$ cat src/rtl/variable_length_message_ring_unit_assert.svh
// Assertion macros for the message ring unit.
// Used by the top level; depends on nothing else.
`ifndef VARIABLE_LENGTH_MESSAGE_RING_UNIT_ASSERT_SVH
`define VARIABLE_LENGTH_MESSAGE_RING_UNIT_ASSERT_SVH
`ifndef NO_ASSERTIONS
`define VMR_ASSERT_IMPL(label, clk, rst, ante, cons, msg) \
  label: assert property (@(posedge clk) disable iff (rst) (ante) |-> (cons)) else $error(msg);
`define VMR_ASSERT_NEXT(label, clk, rst, ante, cons, msg) \
  label: assert property (@(posedge clk) disable iff (rst) (ante) |=> (cons)) else $error(msg);
`else
`define VMR_ASSERT_IMPL(label, clk, rst, ante, cons, msg)
`define VMR_ASSERT_NEXT(label, clk, rst, ante, cons, msg)
`endif
`endif

$ cat src/rtl/vmr_pkg.sv
// Shared types and constants for the message ring unit.
// No dependencies.
`default_nettype none
package vmr_pkg;
  localparam int CAPACITY_BYTES = 4096;
  localparam int STORE_DEPTH = CAPACITY_BYTES + 4;
  localparam int AW = $clog2(STORE_DEPTH);
  localparam int OW = $clog2(CAPACITY_BYTES);

  localparam logic [2:0] REQ_RESERVE = 3'd0;
  localparam logic [2:0] REQ_WRITE = 3'd1;
  localparam logic [2:0] REQ_COMMIT = 3'd2;
  localparam logic [2:0] REQ_ACQUIRE = 3'd3;
  localparam logic [2:0] REQ_READ = 3'd4;
  localparam logic [2:0] REQ_RELEASE = 3'd5;

  localparam logic [1:0] ST_OK = 2'd0;
  localparam logic [1:0] ST_FAIL = 2'd1;
  localparam logic [1:0] ST_ORDER = 2'd2;

  localparam logic [31:0] WRAP_MARK = 32'hFFFF_FFFF;

  // datapath operations issued by the controller
  typedef enum logic [3:0] {
    OP_NONE    = 4'd0,
    OP_LATCH   = 4'd1,  // capture request, evaluate reserve
    OP_WMARK   = 4'd2,  // write one byte of wrap marker
    OP_WHDR    = 4'd3,  // write one byte of header
    OP_RSV_DONE = 4'd4,
    OP_WBYTE   = 4'd5,
    OP_RBYTE   = 4'd6,  // issue byte read
    OP_RBYTE_DONE = 4'd7,
    OP_COMMIT  = 4'd8,
    OP_HRD     = 4'd9,  // issue header byte read
    OP_HCAP    = 4'd10, // capture header byte
    OP_ACQ_EVAL = 4'd11,
    OP_RELEASE = 4'd12,
    OP_FAIL    = 4'd13,
    OP_ACQ_WRAP = 4'd14
  } op_t;

  typedef struct packed {
    op_t        op;
    logic [1:0] idx;
  } cmd_t;

  typedef struct packed {
    logic [2:0] req;
    logic       rsv_ok;
    logic       rsv_wrap;
    logic       addr_ok;
    logic       empty;
    logic       is_mark;
    logic       mark_last;
  } stat_t;
endpackage
`default_nettype wire

$ cat src/rtl/vmr_ctrl.sv
// Controller state machine sequencing datapath operations.
// Depends on vmr_pkg.
`default_nettype none
module vmr_ctrl (
  input  wire logic           clk,
  input  wire logic           rst,
  input  wire logic           start,
  input  wire vmr_pkg::stat_t stat,
  output vmr_pkg::cmd_t       cmd,
  output logic                busy,
  output logic                done
);
  typedef enum logic [9:0] {
    S_IDLE   = 10'b0000000001,
    S_DISP   = 10'b0000000010,
    S_MARK   = 10'b0000000100,
    S_HDR    = 10'b0000001000,
    S_RD     = 10'b0000010000,
    S_HRD    = 10'b0000100000,
    S_HCAP   = 10'b0001000000,
    S_CHK    = 10'b0010000000,
    S_EVAL   = 10'b0100000000,
    S_FIN    = 10'b1000000000
  } state_t;

  state_t state, state_next;
  logic [1:0] idx, idx_next;
  logic       wrapped, wrapped_next;

  always_comb begin
    state_next = state;
    idx_next = idx;
    wrapped_next = wrapped;
    cmd.op = vmr_pkg::OP_NONE;
    cmd.idx = idx;
    done = 1'b0;
    case (state)
      S_IDLE: if (start) begin
        cmd.op = vmr_pkg::OP_LATCH;
        state_next = S_DISP;
      end
      S_DISP: begin
        idx_next = '0;
        wrapped_next = 1'b0;
        state_next = S_FIN;
        case (stat.req)
          vmr_pkg::REQ_RESERVE:
            if (stat.rsv_ok) state_next = stat.rsv_wrap ? S_MARK : S_HDR;
          vmr_pkg::REQ_WRITE: if (stat.addr_ok) cmd.op = vmr_pkg::OP_WBYTE;
          vmr_pkg::REQ_COMMIT: cmd.op = vmr_pkg::OP_COMMIT;
          vmr_pkg::REQ_ACQUIRE: if (!stat.empty) state_next = S_HRD;
          vmr_pkg::REQ_READ: if (stat.addr_ok) begin
            cmd.op = vmr_pkg::OP_RBYTE;
            state_next = S_RD;
          end
          vmr_pkg::REQ_RELEASE: cmd.op = vmr_pkg::OP_RELEASE;
          default: ;
        endcase
      end
      S_MARK: begin
        cmd.op = vmr_pkg::OP_WMARK;
        idx_next = idx + 2'd1;
        if (idx == 2'd3) state_next = S_HDR;
      end
      S_HDR: begin
        cmd.op = vmr_pkg::OP_WHDR;
        idx_next = idx + 2'd1;
        if (idx == 2'd3) state_next = S_EVAL;
      end
      S_EVAL: begin
        cmd.op = vmr_pkg::OP_RSV_DONE;
        state_next = S_FIN;
      end
      S_RD: begin
        cmd.op = vmr_pkg::OP_RBYTE_DONE;
        state_next = S_FIN;
      end
      S_HRD: begin
        cmd.op = vmr_pkg::OP_HRD;
        state_next = S_HCAP;
      end
      S_HCAP: begin
        cmd.op = vmr_pkg::OP_HCAP;
        idx_next = idx + 2'd1;
        state_next = (idx == 2'd3) ? S_CHK : S_HRD;
      end
      S_CHK: begin
        idx_next = '0;
        if (stat.is_mark && !wrapped) begin
          cmd.op = vmr_pkg::OP_ACQ_WRAP;
          wrapped_next = 1'b1;
          state_next = stat.mark_last ? S_FIN : S_HRD;
        end else begin
          cmd.op = vmr_pkg::OP_ACQ_EVAL;
          state_next = S_FIN;
        end
      end
      S_FIN: begin
        done = 1'b1;
        state_next = S_IDLE;
      end
      default: state_next = S_IDLE;
    endcase
  end

  assign busy = state != S_IDLE;

  always_ff @(posedge clk) begin
    if (rst) begin
      state <= S_IDLE;
      idx <= '0;
      wrapped <= 1'b0;
    end else begin
      state <= state_next;
      idx <= idx_next;
      wrapped <= wrapped_next;
    end
  end
endmodule
`default_nettype wire
$ cat config.mk
export PLATFORM = sky130hd
export DESIGN_NAME = vmr_ctrl
export DESIGN_NICKNAME = d
export VERILOG_FILES = /design/src/rtl/variable_length_message_ring_unit_assert.svh /design/src/rtl/vmr_pkg.sv /design/src/rtl/vmr_ctrl.sv
export SDC_FILE = /design/constraint.sdc
export NUM_CORES = 1
export LEC_CHECK = 0
export BUFFER_PORTS_ARGS = -buffer_cell sky130_fd_sc_hd__buf_2
export CORE_ASPECT_RATIO = 1.1
export CORE_MARGIN = 5
export CORE_UTILIZATION = 55
export CTS_CLUSTER_DIAMETER = 40
export CTS_CLUSTER_SIZE = 10
export DETAILED_ROUTE_END_ITERATION = 8
export PLACE_DENSITY = 0.89
export SLEW_MARGIN = 40
export SYNTH_ARGS = -nofsm -noshare
export SYNTH_HDL_FRONTEND = slang
export SYNTH_SLANG_ARGS = --single-unit
$ cat constraint.sdc
create_clock -name clk -period 3.3 [get_ports clk]
set_clock_uncertainty 0.05 [all_clocks]
set_input_delay 0.165 -clock clk [delete_from_list [all_inputs] [get_ports clk]]
set_output_delay 0.165 -clock clk [all_outputs]
set_load 0.02 [all_outputs]
==> results of run 1 <==
==> logic make-up after synthesis <==
family / share of synthesized area
AOI/OAI and AO/OA: 0.172
adders and majority gates: 0.0128
xor gates and xnor gates: 0.0448
and+or+nand+nor: 0.435
DFF: 0.266
buffers and inverters: 0.0691
==> worst max-delay path: cells and delay by family (launching register included) <==
kind                   cells  cell delay (ns)
and+or+nand+nor            4             1.39
buffers and inverters      1             0.17
DFF                        1             0.39
==> power groups by stage <==
stage / registers (W) / logic, W / clock network (W)
after detailed placement: 0.000180 / 0.000118 / 0
final: 0.000176 / 0.000121 / 0.000100
after global placement: 0.000178 / 0.000115 / 0
after global routing: 0.000178 / 0.000133 / 0.000108
after floorplan: 0.000174 / 0.0000898 / 0
after CTS: 0.000176 / 0.000120 / 0.000102
==> worst max path at each step <==
stage                               start      to  slack [ns]  cells after the start
floorplan           state[6]$_SDFFE_PP0P_  cmd[4]        1.40                      5
global placement    state[9]$_SDFFE_PP0P_  cmd[4]        1.27                      5
detailed placement  state[2]$_SDFFE_PP0P_  cmd[4]        1.23                      5
CTS                 state[9]$_SDFFE_PP0P_  cmd[4]        0.88                      5
global route        state[2]$_SDFFE_PP0P_  cmd[4]        0.70                      5
finish              state[8]$_SDFFE_PP0P_  cmd[4]        0.86                      5
==> cell type report <==
cell class | count | area share
well taps | 18 | 0.0209
clock buffers | 4 | 0.0244
repair buffers | 20 | 0.0953
flip-flops and latches | 13 | 0.242
multi-input cells | 95 | 0.603
inverters | 4 | 0.0140
==> sequential cells by signal, summed over array words and instances (netlist names) <==
name,count
state,10
idx,2
wrapped,1
==> placed cells by master (no fill, tap or decap), drive strengths merged, types with 2 or more instances in the layout <==
cell type / instances
a21oi: 6
and3: 2
and4b: 2
buf: 20
clkbuf: 4
dfxtp: 13
inv: 4
nand2: 4
nand3: 4
nand3b: 6
nand4: 9
nand4b: 4
nor2: 7
nor2b: 3
nor3: 6
nor3b: 4
nor4: 6
o211ai: 2
o21ai: 4
or4: 4
xor2: 4
==> metal layers <==
metal	track usage	wire (um)
met2	0.354	1240
met5	0	0
met3	0.0327	207
met4	0.0655	21
met1	0.236	1000
==> per-stage QoR <==
| stage | area [um^2] | power, W | instances | hold slack, ns | util |
|---|---|---|---|---|---|
| 6_report | 1080 | 0.000398 | 154 | 0.117 | 0.618 |
| 5_1_grt | 1080 | 0.000419 | 154 | 0.140 | 0.618 |
| 4_1_cts | 1080 | 0.000398 | 154 | 0.119 | 0.618 |
| 3_5_place_dp | 1050 | 0.000298 | 150 | 0.413 | 0.603 |
| 3_3_place_gp | 1050 | 0.000293 | 150 | 0.415 | 0.603 |
| 2_1_floorplan | 977 | 0.000264 | 121 | 0.229 | - |
==> results.json, run 1 <==
{
  "insertion_delay_ns": 0.28,
  "row_count": 16,
  "floorplan.die.height_um": 54.2,
  "drt_pre_antenna_iters": 4,
  "synthesis.yosys.warnings": 0,
  "synth_nets": 134,
  "design.core.area_mm2": 0.00174,
  "crit_path_start_kind": "flip-flop",
  "slew-limit-headroom": 0.639,
  "number_of_antenna_repair_diodes": 0,
  "achievable-frequency_mhz": 410,
  "area.sequential_um2": 260,
  "ctsRootBufferMaster": "sky130_fd_sc_hd__clkbuf_4",
  "min_period_ns": 2.44,
  "worst_setup_hold_path_clk_slew_ns": 0.08,
  "synth_area_leader_cell": "sky130_fd_sc_hd__dfxtp_1",
  "cts_buffers": 3,
  "grt_first_pass_wirelength_um": 4200,
  "drt_iter0_drc": 43,
  "worst_hold_path_type": "input pin to flip-flop",
  "synth.cell_area_um2": 977,
  "synth_ff_type": "sky130_fd_sc_hd__dfxtp_1",
  "crit-reg2reg-capture": "state[3]$_SDFFE_PP0P_",
  "setup-violations-final": 0,
  "seq_power_share": 0.443,
  "status": "finished, final reports clean",
  "power.net_switching_w": 0.000136,
  "route.final.wire_length_um": 2470,
  "totalNegativeSetupSlack_ns": 0,
  "hold_fix_buffers_cts": 0,
  "combPwrFrac": 0.305,
  "post_cts.resized_instances": 0,
  "worst-slew-pin-transition_ns": 0.538,
  "worstReg2RegStart": "state[8]$_SDFFE_PP0P_",
  "syn_to_final_growth_pct": 10.1,
  "list_of_most_frequent_post_synthesis_cells": "sky130_fd_sc_hd__dfxtp_1, sky130_fd_sc_hd__nand4_1, sky130_fd_sc_hd__nor2_1, sky130_fd_sc_hd__nand3b_1, sky130_fd_sc_hd__nor3_1",
  "cell_internal_pwr_w": 0.000261,
  "max-cap-violations": 0,
  "post-route-period-util": 0.739,
  "drv_slew": 0,
  "grt_setup_unrepaired": "no",
  "worst_path_max_fanout": 7,
  "grt_pass1_vias": 952,
  "worst-endpoint-arrival_ns": 2.22,
  "timing.setup.critical_path_class": "flip-flop to primary output",
  "cts.sinks": 13,
  "postCtsSetupRepairBufs": 0,
  "netSwitchingFraction": 0.343,
  "synth_cell_types": 45,
  "fp.dieArea_mm2": 0.00272,
  "finalWeightedCongestion": 0.947,
  "cts_htree_levels": 1,
  "nNetsFinal": 150,
  "setup_ws_ns": 0.861,
  "synth_async_sr_flop_share": 0,
  "critical_path.slowest_cell": "sky130_fd_sc_hd__nor4_2",
  "via_per_inst": 6.77,
  "number_of_antenna_violations_at_the_first_check_in_global_routing": 0,
  "slowest_delay_ns": 0.54,
  "clock_group_share_of_total_power": 0.253,
  "die_width_um": 50.2,
  "crit_path_end_kind": "primary output",
  "via_count": 1042,
  "yosys.cell_count.top_type": "sky130_fd_sc_hd__dfxtp_1",
  "hold_viol_final": 0,
  "cts_tree": "built",
  "route.antenna.remaining_nets": 0,
  "yosys_register_bits": 13,
  "timing.hold.worst.start": "stat[4]",
  "numPortBuffers": 19,
  "synth.yosys.seq_area_share": 0.266,
  "drc_errors": 0,
  "grt-ovfl-total": 0,
  "multi_input_comb_area_um2": 649,
  "r2r.worst_path.cells": 4,
  "holdPathStages": 3,
  "post_synth_main_area_contributors": "sky130_fd_sc_hd__dfxtp_1, sky130_fd_sc_hd__nand4_1, sky130_fd_sc_hd__nand3b_1",
  "fill_cells": 148,
  "start_util": 0.561,
  "power-per-cell-area_mw_per_mm2": 369,
  "critical_path_required_ns": 3.08,
  "synth_top_cell_area_share": 0.266,
  "clock_tree.buffer_depth": 2,
  "postSynthAreaPerCell_um2": 8.08,
  "crit_path_cell_trace": "nor4_2, nand4b_1, or4_1, nand3_1, buf_2",
  "fraction_of_layout_instances_using_a_drive_strength_above_1": 0.213,
  "synth-edff-count": 0,
  "power.leakage_nw": 0.437,
  "route.detailed.wl_per_inst_um": 16.0,
  "mapped_cells": 121,
  "boundaryPins": 20,
  "grt_start_max_net_pins": 13,
  "groute.usage.overall": 0.196,
  "detailedPlacementHpwl_um": 1940,
  "peakVddDrop_mv": 0.201,
  "ff2ff_setup_slack_ns": 1.34,
  "min_delay_worst_endpoint": "state[2]$_SDFFE_PP0P_",
  "dp_worst_setup_slack_ns": 1.23
}
No activity file was read; power rests on OpenSTA's default activity.
==> run 2, diff against run 1 <==
--- a/config.mk
+++ b/config.mk
@@ -8,11 +8,11 @@
 export BUFFER_PORTS_ARGS = -buffer_cell sky130_fd_sc_hd__buf_2
 export CORE_ASPECT_RATIO = 1.1
 export CORE_MARGIN = 5
-export CORE_UTILIZATION = 55
+export CORE_UTILIZATION = 48
 export CTS_CLUSTER_DIAMETER = 40
 export CTS_CLUSTER_SIZE = 10
 export DETAILED_ROUTE_END_ITERATION = 8
-export PLACE_DENSITY = 0.89
+export PLACE_DENSITY = 0.83
 export SLEW_MARGIN = 40
 export SYNTH_ARGS = -nofsm -noshare
 export SYNTH_HDL_FRONTEND = slang
==> constraint.sdc (replaced) <==
create_clock -name clk -period 2.1 [get_ports clk]
set_clock_uncertainty 0.05 [all_clocks]
set_input_delay 0.105 -clock clk [delete_from_list [all_inputs] [get_ports clk]]
set_output_delay 0.105 -clock clk [all_outputs]
set_load 0.02 [all_outputs]
==> run 2 against run 1 <==
- register-to-register slack worse by 1.2 ns
- final cell count grew 16%
- worst hold slack worse by 0.086 ns
- critical endpoint is now cmd[2]
- final area up 18%
- die area grew 12%
- the run now ends with negative setup slack left
- non-clock buffer count rose by 14
- sequential power is 59% higher
- via count rose by 12%
==> results.json, run 2 (synthesis gave the netlist of run 1 again) <==
{
  "seq_power_share": 0.407,
  "number_of_antenna_violations_at_the_first_check_in_global_routing": 0,
  "grt_first_pass_wirelength_um": 4700,
  "nNetsFinal": 164,
  "max-cap-violations": 0,
  "largest_reg_flops": 10,
  "setup_ws_ns": -0.00509,
  "slowest_delay_ns": 0.59,
  "start_util": 0.494,
  "design.core.area_mm2": 0.00198,
  "failed_checks": "negative setup slack",
  "drt_pre_antenna_iters": 4,
  "fill_cells": 160,
  "achievable-frequency_mhz": 475,
  "critPathBufInv": 2,
  "ctsRootBufferMaster": "sky130_fd_sc_hd__clkbuf_4",
  "critPathTopFamily": "simple AND/OR/NAND/NOR gates",
  "detailedPlacementHpwl_um": 1990,
  "critical_path.slowest_cell": "sky130_fd_sc_hd__or4_2",
  "peakVddDrop_mv": 0.374,
  "grt_setup_unrepaired": "yes",
  "largest_register": "state",
  "grt_start_max_net_pins": 12,
  "netSwitchingFraction": 0.344,
  "route.antenna.remaining_nets": 0,
  "power-per-cell-area_mw_per_mm2": 540,
  "combPwrFrac": 0.362,
  "grt_pass1_vias": 1083,
  "dp_worst_setup_slack_ns": 0.145,
  "route.final.wire_length_um": 3030,
  "finalWeightedCongestion": 0.909,
  "crit_path_cell_trace": "buf_4, or4_2, nor3_1, o21ai_1, nand4_1, buf_2",
  "biggestRegsByFlops": "state (10), idx (2), wrapped (1)",
  "worst_setup_hold_path_clk_slew_ns": 0.09,
  "slew-limit-headroom": 0.650,
  "row_count": 17,
  "cts_htree_levels": 1,
  "drv_slew": 0,
  "min_period_ns": 2.11,
  "report.power.total_w": 0.000688,
  "boundaryPins": 20,
  "drc_errors": 0,
  "floorplan.die.height_um": 57.3,
  "route.detailed.wl_per_inst_um": 17.0,
  "fraction_of_layout_instances_using_a_drive_strength_above_1": 0.367,
  "insertion_delay_ns": 0.27,
  "worst-endpoint-arrival_ns": 1.95,
  "clock_group_share_of_total_power": 0.231,
  "ff2ff_setup_slack_ns": 0.10,
  "critical_path_required_ns": 1.95,
  "status": "finished, violations left",
  "drt_iter0_drc": 58,
  "worst_path_max_fanout": 5,
  "crit_path_end_kind": "primary output",
  "via_count": 1163,
  "timing.setup.critical_path_class": "flip-flop to primary output",
  "clock_tree.buffer_depth": 2,
  "hold_fix_buffers_cts": 0,
  "cts_tree": "built",
  "commonest_non_fill_non_tap_cells_in_the_layout": "sky130_fd_sc_hd__buf_2, sky130_fd_sc_hd__buf_4, sky130_fd_sc_hd__nand4_1, sky130_fd_sc_hd__nor2_1, sky130_fd_sc_hd__dfxtp_1",
  "number_of_antenna_repair_diodes": 0,
  "worst-slew-pin-transition_ns": 0.524,
  "hold_viol_final": 0,
  "numPortBuffers": 19,
  "crit_path_start_kind": "flip-flop",
  "post-route-period-util": 1.00,
  "via_per_inst": 6.53,
  "groute.usage.overall": 0.204,
  "cell_internal_pwr_w": 0.000451,
  "die_width_um": 53.0,
  "mostFrequentLayoutCell": "sky130_fd_sc_hd__buf_2",
  "cts.sinks": 13,
  "setup-violations-final": 1,
  "fp.dieArea_mm2": 0.00304,
  "syn_to_final_growth_pct": 30.5,
  "power.net_switching_w": 0.000237,
  "power.leakage_nw": 0.524,
  "cts_buffers": 3,
  "grt-ovfl-total": 0,
  "worst_hold_path_type": "input pin to flip-flop"
}
## run 2: cell count changes in the layout (fill, tap and decap cells not counted), sizes merged
| cell | before | now |
|---|---|---|
| buf | 20 | 34 |
## run 2: power groups by stage
stage	Sequential (W)	Clock [W]	Combinational (W)
floorplan	0.000274	0	0.000141
global placement	0.000282	0	0.000185
detailed placement	0.000281	0	0.000190
CTS	0.000277	0.000160	0.000197
global route	0.000281	0.000187	0.000270
finish	0.000280	0.000159	0.000250
## run 2: final timing paths
check | to | depth (start not counted) | from
setup / recovery | cmd[2] | 6 | state[1]$_SDFFE_PP0P_
hold / removal | state[2]$_SDFFE_PP0P_ | 3 | stat[4]
setup reg to reg | state[3]$_SDFFE_PP0P_ | 4 | state[9]$_SDFFE_PP0P_
hold reg to reg | wrapped$_SDFFE_PP0P_ | 2 | wrapped$_SDFFE_PP0P_
## run 2: area by class of cell
cell class / instances / area, um^2 / area share
sequential: 13 / 275 / 0.216
clock buffer: 4 / 26.3 / 0.0206
inverter: 4 / 15.0 / 0.0118
timing repair buffer: 34 / 216 / 0.170
multi-input combinational: 95 / 707 / 0.554
tap: 28 / 35.0 / 0.0275
## run 2: per-stage QoR
stage	cells	hold WS (ns)	utilization	instance area (um^2)	TNS (ns)
2_1_floorplan	121	0.169	-	977	0
3_3_place_gp	164	0.329	0.552	1090	0
3_5_place_dp	164	0.338	0.552	1090	0
4_1_cts	169	0.0362	0.583	1150	0
5_1_grt	178	0.0461	0.645	1270	-0.253
6_report	178	0.0308	0.645	1270	-0.00509
## run 2: layer usage
layer | track usage | wire [um]
met5 | 0 | 0
met4 | 0.109 | 76
met3 | 0.0313 | 267
met2 | 0.353 | 1580
met1 | 0.233 | 1100
## run 2: worst min-delay path, cell delays in order
cell and delay (ns):
sky130_fd_sc_hd__buf_2 0.10, sky130_fd_sc_hd__nand4_1 0.06, sky130_fd_sc_hd__a21oi_1 0.06
## run 2: timing repair
item | in CTS | in global routing
buffers inserted | 1 | 9
pin swaps | 1 | 7
setup endpoints to repair | 3 | 5
cloned | 0 | 0
endpoints found under the hold margin | 0 | 0
resized for setup | 7 | 15
==> run 3, diff against run 2 <==
--- a/config.mk
+++ b/config.mk
@@ -12,7 +12,7 @@
 export CTS_CLUSTER_DIAMETER = 40
 export CTS_CLUSTER_SIZE = 10
 export DETAILED_ROUTE_END_ITERATION = 8
-export PLACE_DENSITY = 0.83
+export PLACE_DENSITY = 0.74
 export SLEW_MARGIN = 40
 export SYNTH_ARGS = -nofsm -noshare
 export SYNTH_HDL_FRONTEND = slang
==> run 3 against run 2 <==
- the run now ends clean
- final area is 0.59% lower
- count of clock-buffer cells in the layout did not move
- wire length fell by 7.5%
- first-iteration DRC count down 38%
- maximum frequency is 2.4% higher
- critical path depth is 1 lower
- global-route usage increased by 0.22 points
==> results.json, run 3 (synthesis gave the netlist of run 1 again) <==
{
  "status": "finished, final reports clean",
  "route.antenna.remaining_nets": 0,
  "max-cap-violations": 0,
  "worst_setup_hold_path_clk_slew_ns": 0.09,
  "global_route.usage.met2": 0.321,
  "biggestRegsByFlops": "state (10), idx (2), wrapped (1)",
  "finalWeightedCongestion": 0.884,
  "top_usage_layer": "met2",
  "hold_viol_final": 0,
  "critical_path_required_ns": 1.95,
  "nNetsFinal": 162,
  "setup-violations-final": 0,
  "grt_setup_unrepaired": "yes",
  "grt-ovfl-total": 0,
  "crit_path_start_kind": "flip-flop",
  "row_count": 17,
  "fill_cells": 174,
  "achievable-frequency_mhz": 487,
  "largest_register": "state",
  "worst_hold_path_type": "input pin to flip-flop",
  "largest_reg_flops": 10,
  "via_per_inst": 6.20,
  "die_width_um": 53.0,
  "ctsRootBufferMaster": "sky130_fd_sc_hd__clkbuf_4",
  "via_count": 1091,
  "grt_pass1_vias": 1042,
  "drv_slew": 0,
  "cts_buffers": 3,
  "cts.sinks": 13,
  "fp.dieArea_mm2": 0.00304,
  "fraction_of_layout_instances_using_a_drive_strength_above_1": 0.358,
  "drt_pre_antenna_iters": 4,
  "detailedPlacementHpwl_um": 1990,
  "boundaryPins": 20,
  "floorplan.die.height_um": 57.3,
  "power.leakage_nw": 0.526,
  "drc_errors": 0,
  "number_of_antenna_repair_diodes": 0,
  "worstReg2RegStart": "state[9]$_SDFFE_PP0P_",
  "crit_path_end_kind": "primary output",
  "timing.setup.critical_path_class": "flip-flop to primary output",
  "placedCellCount": 165,
  "number_of_antenna_violations_at_the_first_check_in_global_routing": 0,
  "numPortBuffers": 19,
  "route.final.wire_length_um": 2800,
  "clock_tree.buffer_depth": 2,
  "worst_hold_slack_ns": 0.0152,
  "drt_iter0_drc": 36,
  "layout.cells.non_filler": 176,
  "hold_fix_buffers_cts": 0,
  "mostFrequentLayoutCell": "sky130_fd_sc_hd__buf_2",
  "start_util": 0.494,
  "grt_start_max_net_pins": 12,
  "use_met3": 0.0496,
  "groute.usage.overall": 0.206,
  "cts_htree_levels": 1,
  "commonest_non_fill_non_tap_cells_in_the_layout": "sky130_fd_sc_hd__buf_2, sky130_fd_sc_hd__buf_4, sky130_fd_sc_hd__nand4_1, sky130_fd_sc_hd__nor2_1",
  "worst-slew-pin-transition_ns": 0.487,
  "design.core.area_mm2": 0.00198,
  "peakVddDrop_mv": 0.338,
  "syn_to_final_growth_pct": 29.7,
  "grt_first_pass_wirelength_um": 4650,
  "cts_tree": "built",
  "post-route-period-util": 0.979,
  "ff2ff_setup_slack_ns": 0.20,
  "slew-limit-headroom": 0.667,
  "crit_start": "state[1]$_SDFFE_PP0P_",
  "worst-endpoint-arrival_ns": 1.90,
  "timing.hold.worst.start": "stat[4]",
  "dp_worst_setup_slack_ns": 0.0679,
  "setup_ws_ns": 0.0447,
  "worst_path_max_fanout": 4,
  "global_route.usage.met1": 0.250,
  "route.detailed.wl_per_inst_um": 15.9,
  "power-per-cell-area_mw_per_mm2": 537,
  "insertion_delay_ns": 0.29,
  "min_period_ns": 2.06
}
## run 3: repair_timing
action,CTS,global route
buffers inserted,1,6
pin swaps,2,7
cloned,0,0
resized for setup,12,14
setup endpoints to repair,4,5
## run 3: worst max-delay path, stage by stage (launching register included)
cell	delay (ns)
sky130_fd_sc_hd__dfxtp_4	0.37
sky130_fd_sc_hd__or4_4	0.57
sky130_fd_sc_hd__nor4_4	0.29
sky130_fd_sc_hd__nand3b_1	0.16
sky130_fd_sc_hd__nand3_2	0.10
sky130_fd_sc_hd__buf_6	0.12
## run 3: stage by stage
step	utilization	TNS, ns	power, W	area, um^2
2_1_floorplan	-	0	0.000415	977
3_3_place_gp	0.556	0	0.000468	1100
3_5_place_dp	0.556	0	0.000473	1100
4_1_cts	0.594	0	0.000651	1170
5_1_grt	0.641	-0.0901	0.000723	1270
6_report	0.641	0	0.000681	1270
## run 3: per-layer routing
layer  wire length (um)  vias up
li1                   -      524
met1               1220      524
met2               1340       33
met3                133       10
met4                106        0
met5                  0        -
## run 3: path summary, 6_finish.rpt
| path | to | depth (start not counted) |
|---|---|---|
| setup / recovery | cmd[4] | 5 |
| hold / removal | state[2]$_SDFFE_PP0P_ | 3 |
| setup reg to reg | state[3]$_SDFFE_PP0P_ | 4 |
| hold reg to reg | idx[1]$_SDFFE_PP0P_ | 2 |
## run 3: report_power, final
| part | internal (W) | switching [W] | leakage [nW] |
|---|---|---|---|
| sequential | 0.000259 | 0.0000193 | 0.109 |
| clock | 0.0000741 | 0.0000952 | 0.0150 |
| combinational | 0.000108 | 0.000125 | 0.402 |
## run 3: area by class of cell
type	count	area, um^2	share of cell area
timing repair buffer	32	211	0.167
clock buffer	4	26.3	0.0207
multi-input combinational	95	701	0.553
tap	28	35.0	0.0276
inverter	4	15.0	0.0118
sequential	13	279	0.220
